<file path="config.mk">
export PLATFORM = sky130hd
export DESIGN_NAME = int_to_decimal_ascii
export DESIGN_NICKNAME = d
export VERILOG_FILES = /design/src/design/i2da_pkg.sv /design/src/design/int_to_decimal_ascii.sv
export SDC_FILE = /design/constraint.sdc
export NUM_CORES = 1
export LEC_CHECK = 0
export ABC_CLOCK_PERIOD_IN_PS = 10000
export BUFFER_PORTS_ARGS = -buffer_cell sky130_fd_sc_hd__clkbuf_2
export CORE_MARGIN = 2
export CORE_UTILIZATION = 55
export CTS_BUF_LIST = sky130_fd_sc_hd__clkbuf_16
export DETAILED_ROUTE_END_ITERATION = 10
export GPL_ROUTABILITY_DRIVEN = 0
export PLACE_DENSITY = 0.77
export RECOVER_POWER = 100
export SETUP_SLACK_MARGIN = 0.5
export SKIP_LAST_GASP = 1
export SLEW_MARGIN = 0
export SYNTH_ARGS = -nofsm -noshare
export SYNTH_HDL_FRONTEND = slang
export SYNTH_SLANG_ARGS = --single-unit
export TNS_END_PERCENT = 5
</file>
<file path="constraint.sdc">
create_clock -name clock -period 10 [get_ports clock]
set_input_delay 1.5 -clock clock [delete_from_list [all_inputs] [get_ports clock]]
set_output_delay 1.5 -clock clock [all_outputs]
set_load 0.1 [all_outputs]
</file>
<file path="src/design/i2da_pkg.sv">
// Package for the signed integer to decimal ASCII converter.
// Holds the character codes and arithmetic constants shared by the design and its checker.
// No dependencies.
package i2da_pkg;

   localparam int VALUE_W = 32;
   localparam int CHAR_W = 7;
   localparam int DIGIT_W = 4;
   localparam int MAX_DIGITS = 10;
   localparam int DIGIT_IDX_W = $clog2(MAX_DIGITS);
   localparam int DIGIT_CNT_W = $clog2(MAX_DIGITS + 1);

   // Quotient by ten is (x * RECIP_TEN) >> QUOT_SHIFT, exact for every 32-bit x.
   localparam logic [VALUE_W-1:0] RECIP_TEN = 32'hCCCC_CCCD;
   localparam int QUOT_SHIFT = 35;
   localparam int QUOT_W = 2 * VALUE_W - QUOT_SHIFT;

   localparam logic [CHAR_W-1:0] CHAR_ZERO = 7'h30;
   localparam logic [CHAR_W-1:0] CHAR_NINE = 7'h39;
   localparam logic [CHAR_W-1:0] CHAR_MINUS = 7'h2D;

endpackage

</file>
<file path="src/design/int_to_decimal_ascii.sv">
// Top level of the signed 32-bit integer to decimal ASCII converter.
// Depends on i2da_pkg for character codes and the reciprocal-of-ten constant.
//
//  channel  | ports                            | handshake
//  ---------+----------------------------------+-------------------------------------
//  request  | req_value[31:0] signed           | transfer when start high, busy low
//  response | rsp_ch[6:0], rsp_last            | transfer on every cycle rsp_strobe high
//
// A value runs the digit loop once per decimal digit, then emits its text, with a leading
// minus sign when negative. Each pass of the loop uses the one shared 32x32 multiplier
// for the product step (ST_MUL), then takes the remainder step (ST_DIV).
// Reset is synchronous and active high; it returns the sequencer to idle and drops busy.
// The receiver cannot stall: characters leave one per cycle once emission begins.
module int_to_decimal_ascii
   import i2da_pkg::*;
(
   input  logic                      clock,
   input  logic                      reset,
   input  logic                      start,
   output logic                      busy,
   input  logic signed [VALUE_W-1:0] req_value,
   output logic                      rsp_strobe,
   output logic        [CHAR_W-1:0]  rsp_ch,
   output logic                      rsp_last
);

   // Sequencer states.
   localparam logic [2:0] ST_IDLE = 3'd0;
   localparam logic [2:0] ST_MUL  = 3'd1;
   localparam logic [2:0] ST_DIV  = 3'd2;
   localparam logic [2:0] ST_SIGN = 3'd3;
   localparam logic [2:0] ST_EMIT = 3'd4;

   logic [2:0]             state_ff, state_in;
   logic [VALUE_W-1:0]     mag_ff, mag_in;
   logic                   neg_ff, neg_in;
   logic [QUOT_W-1:0]      quot_ff, quot_in;
   logic [DIGIT_CNT_W-1:0] ndig_ff, ndig_in;
   logic [DIGIT_IDX_W-1:0] idx_ff, idx_in;
   logic [DIGIT_W-1:0]     digit_ff [MAX_DIGITS];

   logic [2*VALUE_W-1:0]   product;
   logic [DIGIT_W-1:0]     quot_x10_lo;
   logic [DIGIT_W-1:0]     rem_digit;
   logic                   digit_we;

   // The shared unit: magnitude times the reciprocal of ten. Its upper bits are the
   // quotient, which is registered before the remainder step uses it.
   assign product = mag_ff * RECIP_TEN;

   // The remainder is below ten, so only the low four bits of mag - 10*q matter.
   assign quot_x10_lo = {quot_ff[0], 3'b000} + {quot_ff[2:0], 1'b0};
   assign rem_digit   = mag_ff[DIGIT_W-1:0] - quot_x10_lo;

   always_comb begin
      state_in = state_ff;
      mag_in   = mag_ff;
      neg_in   = neg_ff;
      quot_in  = quot_ff;
      ndig_in  = ndig_ff;
      idx_in   = idx_ff;
      digit_we = 1'b0;
      case (state_ff)
         ST_IDLE: begin
            if (start) begin
               neg_in   = req_value[VALUE_W-1];
               // The most negative value negates to itself, which as unsigned is
               // exactly its magnitude.
               mag_in   = req_value[VALUE_W-1] ? (~req_value + 1'b1) : req_value;
               ndig_in  = '0;
               state_in = ST_MUL;
            end
         end
         ST_MUL: begin
            quot_in  = product[2*VALUE_W-1:QUOT_SHIFT];
            state_in = ST_DIV;
         end
         ST_DIV: begin
            // Digits are collected least significant first and read back in reverse.
            digit_we = 1'b1;
            mag_in   = {{(VALUE_W-QUOT_W){1'b0}}, quot_ff};
            ndig_in  = ndig_ff + 1'b1;
            idx_in   = ndig_ff[DIGIT_IDX_W-1:0];
            if (quot_ff != '0) begin
               state_in = ST_MUL;
            end else if (neg_ff) begin
               state_in = ST_SIGN;
            end else begin
               state_in = ST_EMIT;
            end
         end
         ST_SIGN: begin
            state_in = ST_EMIT;
         end
         ST_EMIT: begin
            if (idx_ff == '0) begin
               state_in = ST_IDLE;
            end else begin
               idx_in = idx_ff - 1'b1;
            end
         end
         default: begin
            state_in = ST_IDLE;
         end
      endcase
   end

   always_ff @(posedge clock) begin
      if (reset) begin
         state_ff <= ST_IDLE;
      end else begin
         state_ff <= state_in;
      end
   end

   always_ff @(posedge clock) begin
      mag_ff  <= mag_in;
      neg_ff  <= neg_in;
      quot_ff <= quot_in;
      ndig_ff <= ndig_in;
      idx_ff  <= idx_in;
   end

   // Digit buffer, written once per remainder step.
   always_ff @(posedge clock) begin
      if (digit_we) begin
         digit_ff[ndig_ff[DIGIT_IDX_W-1:0]] <= rem_digit;
      end
   end

   assign busy       = (state_ff != ST_IDLE);
   assign rsp_strobe = (state_ff == ST_SIGN) || (state_ff == ST_EMIT);
   assign rsp_ch     = (state_ff == ST_SIGN) ? CHAR_MINUS
                     : (CHAR_ZERO + {{(CHAR_W-DIGIT_W){1'b0}}, digit_ff[idx_ff]});
   assign rsp_last   = (state_ff == ST_EMIT) && (idx_ff == '0);

endmodule

</file>
== After elaboration in Yosys (flattened, before gate mapping) ==
Memory sizes are Yosys's and may differ from the RTL's. A register that Yosys moved wholly into a read port is not among the register bits.
Cells that the tools add are included.

* Flip-flop bits (word level): 73
* RAM bits: 40
* Output and inout bits: 10
* Logic and storage cells: 51
* Memories: 1

* $add $sub $neg: 6
* $mul: 1
* Equality and inequality tests: 7
* Multiplexer cells: 17
* Bitwise gates (word level): 1
* Reduce and logical (&&, ||, !) cells: 12

{| class="wikitable"
|+ Memory list
! memory !! depth !! bits a word !! read ports !! clocked after Yosys merged registers in !! wr ports !! line !! source
|-
| digit_ff || 10 || 4 || 1 || 1 || 1 || int_to_decimal_ascii.sv:40 || <nowiki>logic [DIGIT_W-1:0] digit_ff [MAX_DIGITS];</nowiki>
|}

{| class="wikitable"
|+ Operator list
! operator !! number
|-
| 32-bit by 32-bit multiplier with 64-bit output, second input constant || 1
|-
| 32-bit 2-to-1 mux || 2
|-
| 32-bit case mux with 2 select lines || 1
|-
| 32-bit by 1-bit adder with 32-bit output, second input constant || 1
|-
| 32-bit NOT || 1
|-
| 29-bit nonzero test || 1
|-
| 4-bit case mux with 2 select lines || 2
|-
| 3-bit case mux with 5 select lines || 1
|-
| 3-bit 2-to-1 mux || 4
|-
| 4-bit 2-to-1 mux || 3
|-
| 2-bit AND reduction || 4
|-
| 6-bit by 4-bit adder with 7-bit output, first input constant || 1
|-
| 7-bit 2-to-1 mux || 1
|-
| 3-bit by 2-bit == test with 1-bit output, second input constant || 2
|-
| 2-bit inequality test, second input constant || 3
|-
| 4-bit by 1-bit adder with 4-bit output, second input constant || 1
|-
| 4-bit adder || 1
|-
| 4-bit logical NOT || 1
|-
| 2-bit nonzero test || 2
|-
| 4-bit by 1-bit subtractor with 4-bit output, second input constant || 1
|-
| 4-bit subtractor || 1
|-
| 3-bit by 1-bit == test with 1-bit output, second input constant || 1
|-
| 3-bit == test, second input constant || 1
|-
| 3-bit logical NOT || 1
|-
| other kinds (4) || 6
|}

== Logic depth before layout (Yosys ltp) ==
Gate-level depths: netlist of run 1.

* Depth in word-level cells: 5
* Mapped depth: 28
* Depth with buffers taken out: 28

== Worst setup path after synthesis of run 1 ==
Ideal clock, no wire load.

* Kind: register to register
* Start point: register mag_ff[20]
* End point: register quot_ff[26] (data pin)
* Arrival time: 7,192 ps
* Data required time: 9,739 ps
* Slack: 2,548 ps
* Stages on the path, launching flop included: 28
* Buffers on the path: 1
* Clock period less this slack: 7,452 ps
* Path through: edfxtp_1 -> ha_1 -> inv_1 -> fa_1 -> inv_1 -> fa_1 -> inv_1 -> fa_1 -> inv_1 -> fa_1 -> fa_1 -> fa_1 -> inv_1 -> fa_1 -> inv_1 -> ha_1 -> clkbuf_1 -> nand3_1 -> or4_1 -> or3_4 -> a2111oi_4 -> nor3_2 -> o31ai_4 -> and3_4 -> a31oi_4 -> a21oi_4 -> nor4b_1 -> a221o_1

* Word-level cells in the longest chain between the ends: 1

{| class="wikitable"
|+ RTL lines
! what !! line !! source
|-
| start, declared || int_to_decimal_ascii.sv:35 || <nowiki>logic [VALUE_W-1:0] mag_ff, mag_in;</nowiki>
|-
| start signal, assigned || int_to_decimal_ascii.sv:117 || <nowiki>mag_ff <= mag_in;</nowiki>
|-
| 32-bit by 32-bit multiplier with 64-bit output || int_to_decimal_ascii.sv:49 || <nowiki>assign product = mag_ff * RECIP_TEN;</nowiki>
|-
| via product[61] || int_to_decimal_ascii.sv:42 || <nowiki>logic [2*VALUE_W-1:0] product;</nowiki>
|-
| end signal, assigned || int_to_decimal_ascii.sv:119 || <nowiki>quot_ff <= quot_in;</nowiki>
|-
| end, declared || int_to_decimal_ascii.sv:37 || <nowiki>logic [QUOT_W-1:0] quot_ff, quot_in;</nowiki>
|}

The timed path passes the listed nets, and every way through them passes these cells.
A chain may end at the register's enable or synchronous reset.

== Final worst setup path of run 1 ==
* Start point: register mag_ff[17]
* End point: register quot_ff[26] (data pin)

The elaborated chain is that of the path after synthesis.

==> flow_metrics.tcl, run 1 <==
set metrics [dict create \
    wirelength_um 58200 \
    synth.avg_cell_area_um2 10.5 \
    grt_use_met3_pct 6.52 \
    clock-sinks 117 \
    period_share_pct 90.2 \
    dieWidth_um 203 \
    grt_pass1_vias 16700 \
    violations "max-capacitance violations, max-slew violations" \
    crit_slowest_cell "or4_1" \
    drtIter0Drc 1180 \
    antenna_found_initial 0 \
    portBuffers 42 \
    min_period_ns 9.02 \
    critical_path.cell_chain "ha_1 -> inv_1 -> fa_1 -> inv_1 -> fa_1 -> inv_1 -> fa_1 -> inv_1 -> fa_1 -> fa_1 -> fa_1 -> fa_1 -> ha_1 -> nand4_1 -> or4_1 -> or3_4 -> a2111oi_4 -> nor3_1 -> o31ai_1 -> and3_1 -> a31oi_4 -> a21oi_4 -> nor4b_1 -> a221o_1" \
    syn-cell-area_um2 21800 \
    finalHoldViolCount 0 \
    io_pins 45 \
    floorplan.rows 72 \
    numCtsBuffers 17 \
    use_met1_pct 36.8 \
    layout_commonest_cell "inv_1" \
    fin_setup_tns_ns 0 \
    yosysSeqAreaShare_pct 15.8 \
    wl_per_cell_um 22.1 \
    crit_arrival_ns 9.19 \
    fmax_mhz 111 \
    worstPathRequired_ns 10.18 \
    crit_top_cell "fa_1" \
    max-cap-violations 3 \
    crit_type "reg -> reg" \
    fin_skew_ns 0.00952 \
    critPathMaxFanout 5 \
    crit_path_start_kind "flip-flop" \
    busiest_layer "met2" \
    core_um2 38900 \
    setup-violations-final 0 \
    area_delta_synth_final_pct 5.86 \
    grt_max_degree 65 \
    grt_use_met2_pct 48.6 \
    dr.pass1.iters 6 \
    grtUsageTotal_pct 29.6 \
    num_antenna_cells 0 \
    cts_setup_buffers 0 \
    cts_buffer_depth 2 \
    grt_pass1_wl_um 91700 \
    cts_resized 0 \
    dieHeight_um 203 \
    synth_nets 2850 \
    cts_tree "yes" \
    final_cell_mix "564 x inv_1, 386 x fa_1, 357 x ha_1, 113 x nand2_1, 110 x edfxtp_1" \
    ys_warn_count 0 \
    worst_pin_slew_ns 2.84 \
    ys_ff_latch 117 \
    initial_utilization_pct 56.1 \
    path_clk_slew_ns 0.06 \
    ctsHoldBuffers 0 \
    hold_path.class "reg -> reg" \
    layout-drive-gt1-share_pct 3.82 \
    slew_headroom_pct -89.6 \
    rsz0062_at_grt "no" \
    end_kind "flip-flop" \
    viasPerCell 5.73 \
    clkLatencyLatePin_ns 0.44 \
    yosys.cell_types.count 64 \
    maxSlewViolCount 133 \
    ant_nets 0 \
    htree_levels 4 \
    die-area_um2 41300 \
    fillCellCount 3139 \
    drc 0 \
    outcome "complete, but fails checks" \
    synthCells 2072 \
    dp.final_hpwl_um 51400 \
    async_flop_share_pct 0 \
    synth_ff_type "edfxtp_1" \
    synth_edf_count 110 \
    final_nets 2884 \
    vias 15100 \
    overflow 0 \
    max_stage_delay_ns 0.65 \
    cts-root-buf "clkbuf_16" \
]
==> cell families after synthesis <==
group / Yosys count / synth area share (%)
fa+ha+maj: 743 / 55.8
buf+inv: 590 / 10.2
simple gates: 274 / 6.04
compound gates: 214 / 6.24
flops: 117 / 15.8
xor+xnor: 113 / 4.53
mux: 19 / 1.36
other cells: 2 / 0.0344
==> layout make-up <==
type	instances	area [um^2]	area share [%]
Clock buffer	17	425	1.84
Clock inverter	15	143	0.617
Inverter	561	2110	9.11
Multi-Input combinational cell	1365	16100	69.8
Sequential cell	117	3440	14.9
Tap cell	518	648	2.80
Timing Repair Buffer	44	204	0.882
==> synthesized netlist by cell type, drive strengths merged (3+ instances only) <==
master | n | area share [%]
o21ai | 71 | 1.6
mux4 | 8 | 0.83
xnor2 | 44 | 1.8
a211o | 3 | 0.12
and3 | 8 | 0.25
nor2 | 47 | 0.81
mux2 | 6 | 0.31
o41ai | 4 | 0.16
nand2 | 113 | 1.9
o21bai | 5 | 0.17
or3 | 11 | 0.34
dfxtp | 7 | 0.64
or2 | 3 | 0.086
a21o | 30 | 1.0
clkbuf | 23 | 0.40
mux2i | 5 | 0.23
nand3b | 3 | 0.10
ha | 357 | 20
a31oi | 5 | 0.21
and2 | 17 | 0.49
nand3 | 19 | 0.44
nor3 | 10 | 0.25
buf | 6 | 0.14
nor2b | 8 | 0.23
edfxtp | 110 | 15
nor4 | 10 | 0.32
inv | 561 | 9.6
o31ai | 8 | 0.34
fa | 386 | 35
a211oi | 6 | 0.21
xor2 | 69 | 2.8
a21oi | 61 | 1.4
nand4 | 16 | 0.49
or4 | 4 | 0.14
==> layer usage <==
layer	routed length, um	share of wire [%]	vias to the layer above
met2	27500	47	747
met4	3450	5.9	0
met1	22300	38	7517
met5	0	0	-
li1	-	-	6629
met3	5020	8.6	211
==> per-stage QoR <==
step                instances  setup slack, ns  cell area (um^2)  util (%)  hold WS [ns]
floorplan                2072             2.55             21800         -         0.464
global placement         2605             1.75             22600      58.1         0.487
detailed placement       2605             1.62             22600      58.1         0.510
CTS                      2637             1.58             23200      59.6         0.518
global route             2637            0.655             23100      59.4         0.557
finish                   2637            0.983             23100      59.4         0.523
==> sequential cells by signal (all words and copies together), names as in the netlist, named ones only <==
register	cells
state_ff	3
digit_ff	40
idx_ff	4
ndig_ff	4
neg_ff	1
quot_ff	29
mag_ff	32
==> critical path: cells and delay by family, from the launching register on <==
kind / cells / cell delay [ns]
adder cells (fa/ha/maj): 9 / 4.47
flip-flops: 1 / 0.55
AO/OA/AOI/OAI: 5 / 1.40
buffers and inverters: 4 / 0.35
AND/OR/NAND/NOR: 6 / 1.96
==> path summary, 6_finish.rpt <==
| path | slack (ns) | startpoint | cells past startpoint | end |
|---|---|---|---|---|
| max | 0.98 | mag_ff[17] | 24 | quot_ff[26] |
| min | 0.52 | state_ff[0] | 1 | state_ff[0] |
| max reg2reg | 0.98 | mag_ff[17] | 24 | quot_ff[26] |
| min reg2reg | 0.52 | state_ff[0] | 1 | state_ff[0] |
Power of run 1 is left out: the tool's default activity adds up to more than one toggle a clock period on the data nets, which glitch-free logic cannot reach.
==> run 2, diff against run 1 <==
--- a/config.mk
+++ b/config.mk
@@ -5,14 +5,14 @@
 export SDC_FILE = /design/constraint.sdc
 export NUM_CORES = 1
 export LEC_CHECK = 0
-export ABC_CLOCK_PERIOD_IN_PS = 10000
-export BUFFER_PORTS_ARGS = -buffer_cell sky130_fd_sc_hd__clkbuf_2
+export ABC_CLOCK_PERIOD_IN_PS = 7600
 export CORE_MARGIN = 2
 export CORE_UTILIZATION = 55
 export CTS_BUF_LIST = sky130_fd_sc_hd__clkbuf_16
 export DETAILED_ROUTE_END_ITERATION = 10
+export DONT_BUFFER_PORTS = 1
 export GPL_ROUTABILITY_DRIVEN = 0
-export PLACE_DENSITY = 0.77
+export PLACE_DENSITY = 0.79
 export RECOVER_POWER = 100
 export SETUP_SLACK_MARGIN = 0.5
 export SKIP_LAST_GASP = 1
==> constraint.sdc (replaced) <==
create_clock -name clock -period 7.6 [get_ports clock]
set_input_delay 1.14 -clock clock [delete_from_list [all_inputs] [get_ports clock]]
set_output_delay 1.14 -clock clock [all_outputs]
set_load 0.05 [all_outputs]
==> run 2 against run 1 <==
The flow finishes with violations (max-capacitance violations, max-slew violations, negative setup slack). Cell count up 3.8%. Register-to-register slack lost 1.2 ns. Sequential share of layout area decreased by 0.62 points.
==> flow_metrics.tcl, run 2 (synthesized netlist as in run 1, its figures left out) <==
set metrics [dict create \
    max-cap-violations 3 \
    period_share_pct 103 \
    area_delta_synth_final_pct 10.5 \
    dr.pass1.iters 9 \
    floorplan.rows 72 \
    hold_end "state_ff[0]" \
    dp_slack_ns -0.385 \
    cts-root-buf "clkbuf_16" \
    dieHeight_um 203 \
    setup-violations-final 12 \
    maxSlewViolCount 133 \
    wl_per_cell_um 22.5 \
    slew_headroom_pct -86.6 \
    hold_path.class "reg -> reg" \
    r2r-end "quot_ff[26]" \
    worst_hold_path.num_cells 1 \
    fin_ws_ns -0.198 \
    finalHoldViolCount 0 \
    io_pins 45 \
    hold_path_startpoint "state_ff[0]" \
    outcome "complete, but fails checks" \
    dieWidth_um 203 \
    rsz0062_at_grt "yes" \
    fin_setup_tns_ns -1.20 \
    final_nets 2984 \
    die-area_um2 41300 \
    viasPerCell 5.76 \
    portBuffers 0 \
    antenna_found_initial 0 \
    worst_pin_slew_ns 2.80 \
    largest_reg_flops 40 \
    clock-sinks 117 \
    post-route-util_pct 62.0 \
    fmax_mhz 128 \
    cts_tree "yes" \
    crit_arrival_ns 7.99 \
    rrSetupSlack_ns -0.20 \
    drc 0 \
    reg2reg_depth 27 \
    wirelength_um 61700 \
    crit_path_start_kind "flip-flop" \
    grtUsageTotal_pct 31.3 \
    grt_pass1_wl_um 96700 \
    path_clk_slew_ns 0.06 \
    grt_max_degree 65 \
    grt_pass1_vias 17600 \
    numCtsBuffers 17 \
    clkLatencyLatePin_ns 0.44 \
    crit_type "reg -> reg" \
    min_period_ns 7.80 \
    critPathMaxFanout 4 \
    overflow 0 \
    violations "max-capacitance violations, max-slew violations, negative setup slack" \
    initial_utilization_pct 56.1 \
    r2r_start "mag_ff[18]" \
    cts_buffer_depth 2 \
    htree_levels 4 \
    vias 15800 \
    core_um2 38900 \
    num_antenna_cells 0 \
    layout-drive-gt1-share_pct 9.28 \
    fillCellCount 2942 \
    ant_nets 0 \
    fin_skew_ns 0.0107 \
    end_kind "flip-flop" \
    drtIter0Drc 1357 \
    layout_commonest_cell "inv_1" \
    dp.final_hpwl_um 53900 \
    worstPathRequired_ns 7.79 \
    final_cell_mix "561 x inv_1, 386 x fa_1, 348 x ha_1, 140 x buf_4, 113 x nand2_1" \
]
-- run 2: final cells by class --
cell class                      count  area (um^2)  area share [%]
Clock buffer                       17          425            1.76
Clock inverter                     15          155           0.643
Inverter                          561         2110            8.73
Multi-Input combinational cell   1365        16300            67.5
Sequential cell                   117         3440            14.3
Tap cell                          518          648            2.69
Timing Repair Buffer              144         1070            4.42
-- run 2: metal layers --
| metal | track usage (%) | wire, um | vias to the layer above |
|---|---|---|---|
| met4 | 20.2 | 4820 | 0 |
| met5 | 0 | 0 | - |
| met1 | 37.7 | 22800 | 7842 |
| li1 | - | - | 6824 |
| met2 | 50.7 | 28400 | 790 |
| met3 | 7.06 | 5610 | 308 |
-- run 2: how the worst max path moves through the flow --
stage                     from          end  slack, ns  depth (start not counted)
global route        mag_ff[17]  quot_ff[14]      -0.46                         25
floorplan           mag_ff[16]  quot_ff[26]       0.23                         24
CTS                 mag_ff[18]  quot_ff[26]      -0.17                         24
global placement    mag_ff[20]  quot_ff[20]      -0.12                         26
detailed placement  mag_ff[20]  quot_ff[20]      -0.39                         26
finish              mag_ff[18]  quot_ff[26]      -0.20                         27
-- run 2: through the flow --
stage | hold WS, ns | cell area [um^2] | cells
global route | 0.589 | 24100 | 2737
detailed placement | 0.522 | 23500 | 2699
global placement | 0.489 | 23500 | 2699
floorplan | 0.464 | 21900 | 2072
finish | 0.568 | 24100 | 2737
CTS | 0.558 | 24100 | 2735
-- run 2: critical path, cell delays in order, from the launching register on --
cell and delay [ns]:
edfxtp_1 0.48, buf_4 0.19, ha_4 0.26, inv_1 0.07, fa_1 0.48, inv_1 0.05
fa_1 0.50, inv_1 0.05, fa_1 0.49, inv_1 0.06, fa_1 0.56, fa_1 0.44
fa_1 0.49, inv_1 0.05, fa_1 0.47, inv_1 0.04, ha_1 0.29, inv_1 0.05
or4_1 0.56, or3_4 0.41, a2111oi_4 0.26, nor3_4 0.12, o31ai_4 0.25, and3_4 0.27
a31oi_4 0.12, a21oi_4 0.19, nor4b_1 0.08, a221o_1 0.26
-- run 2: what timing repair did --
action                                  in CTS  in global routing
resized for setup                            2                  3
endpoints found under the setup margin      24                 27
hold buffers                                 0                  0
buffers inserted                             4                  2
pin swaps                                    2                  1
Power of run 2 is left out for the same reason.
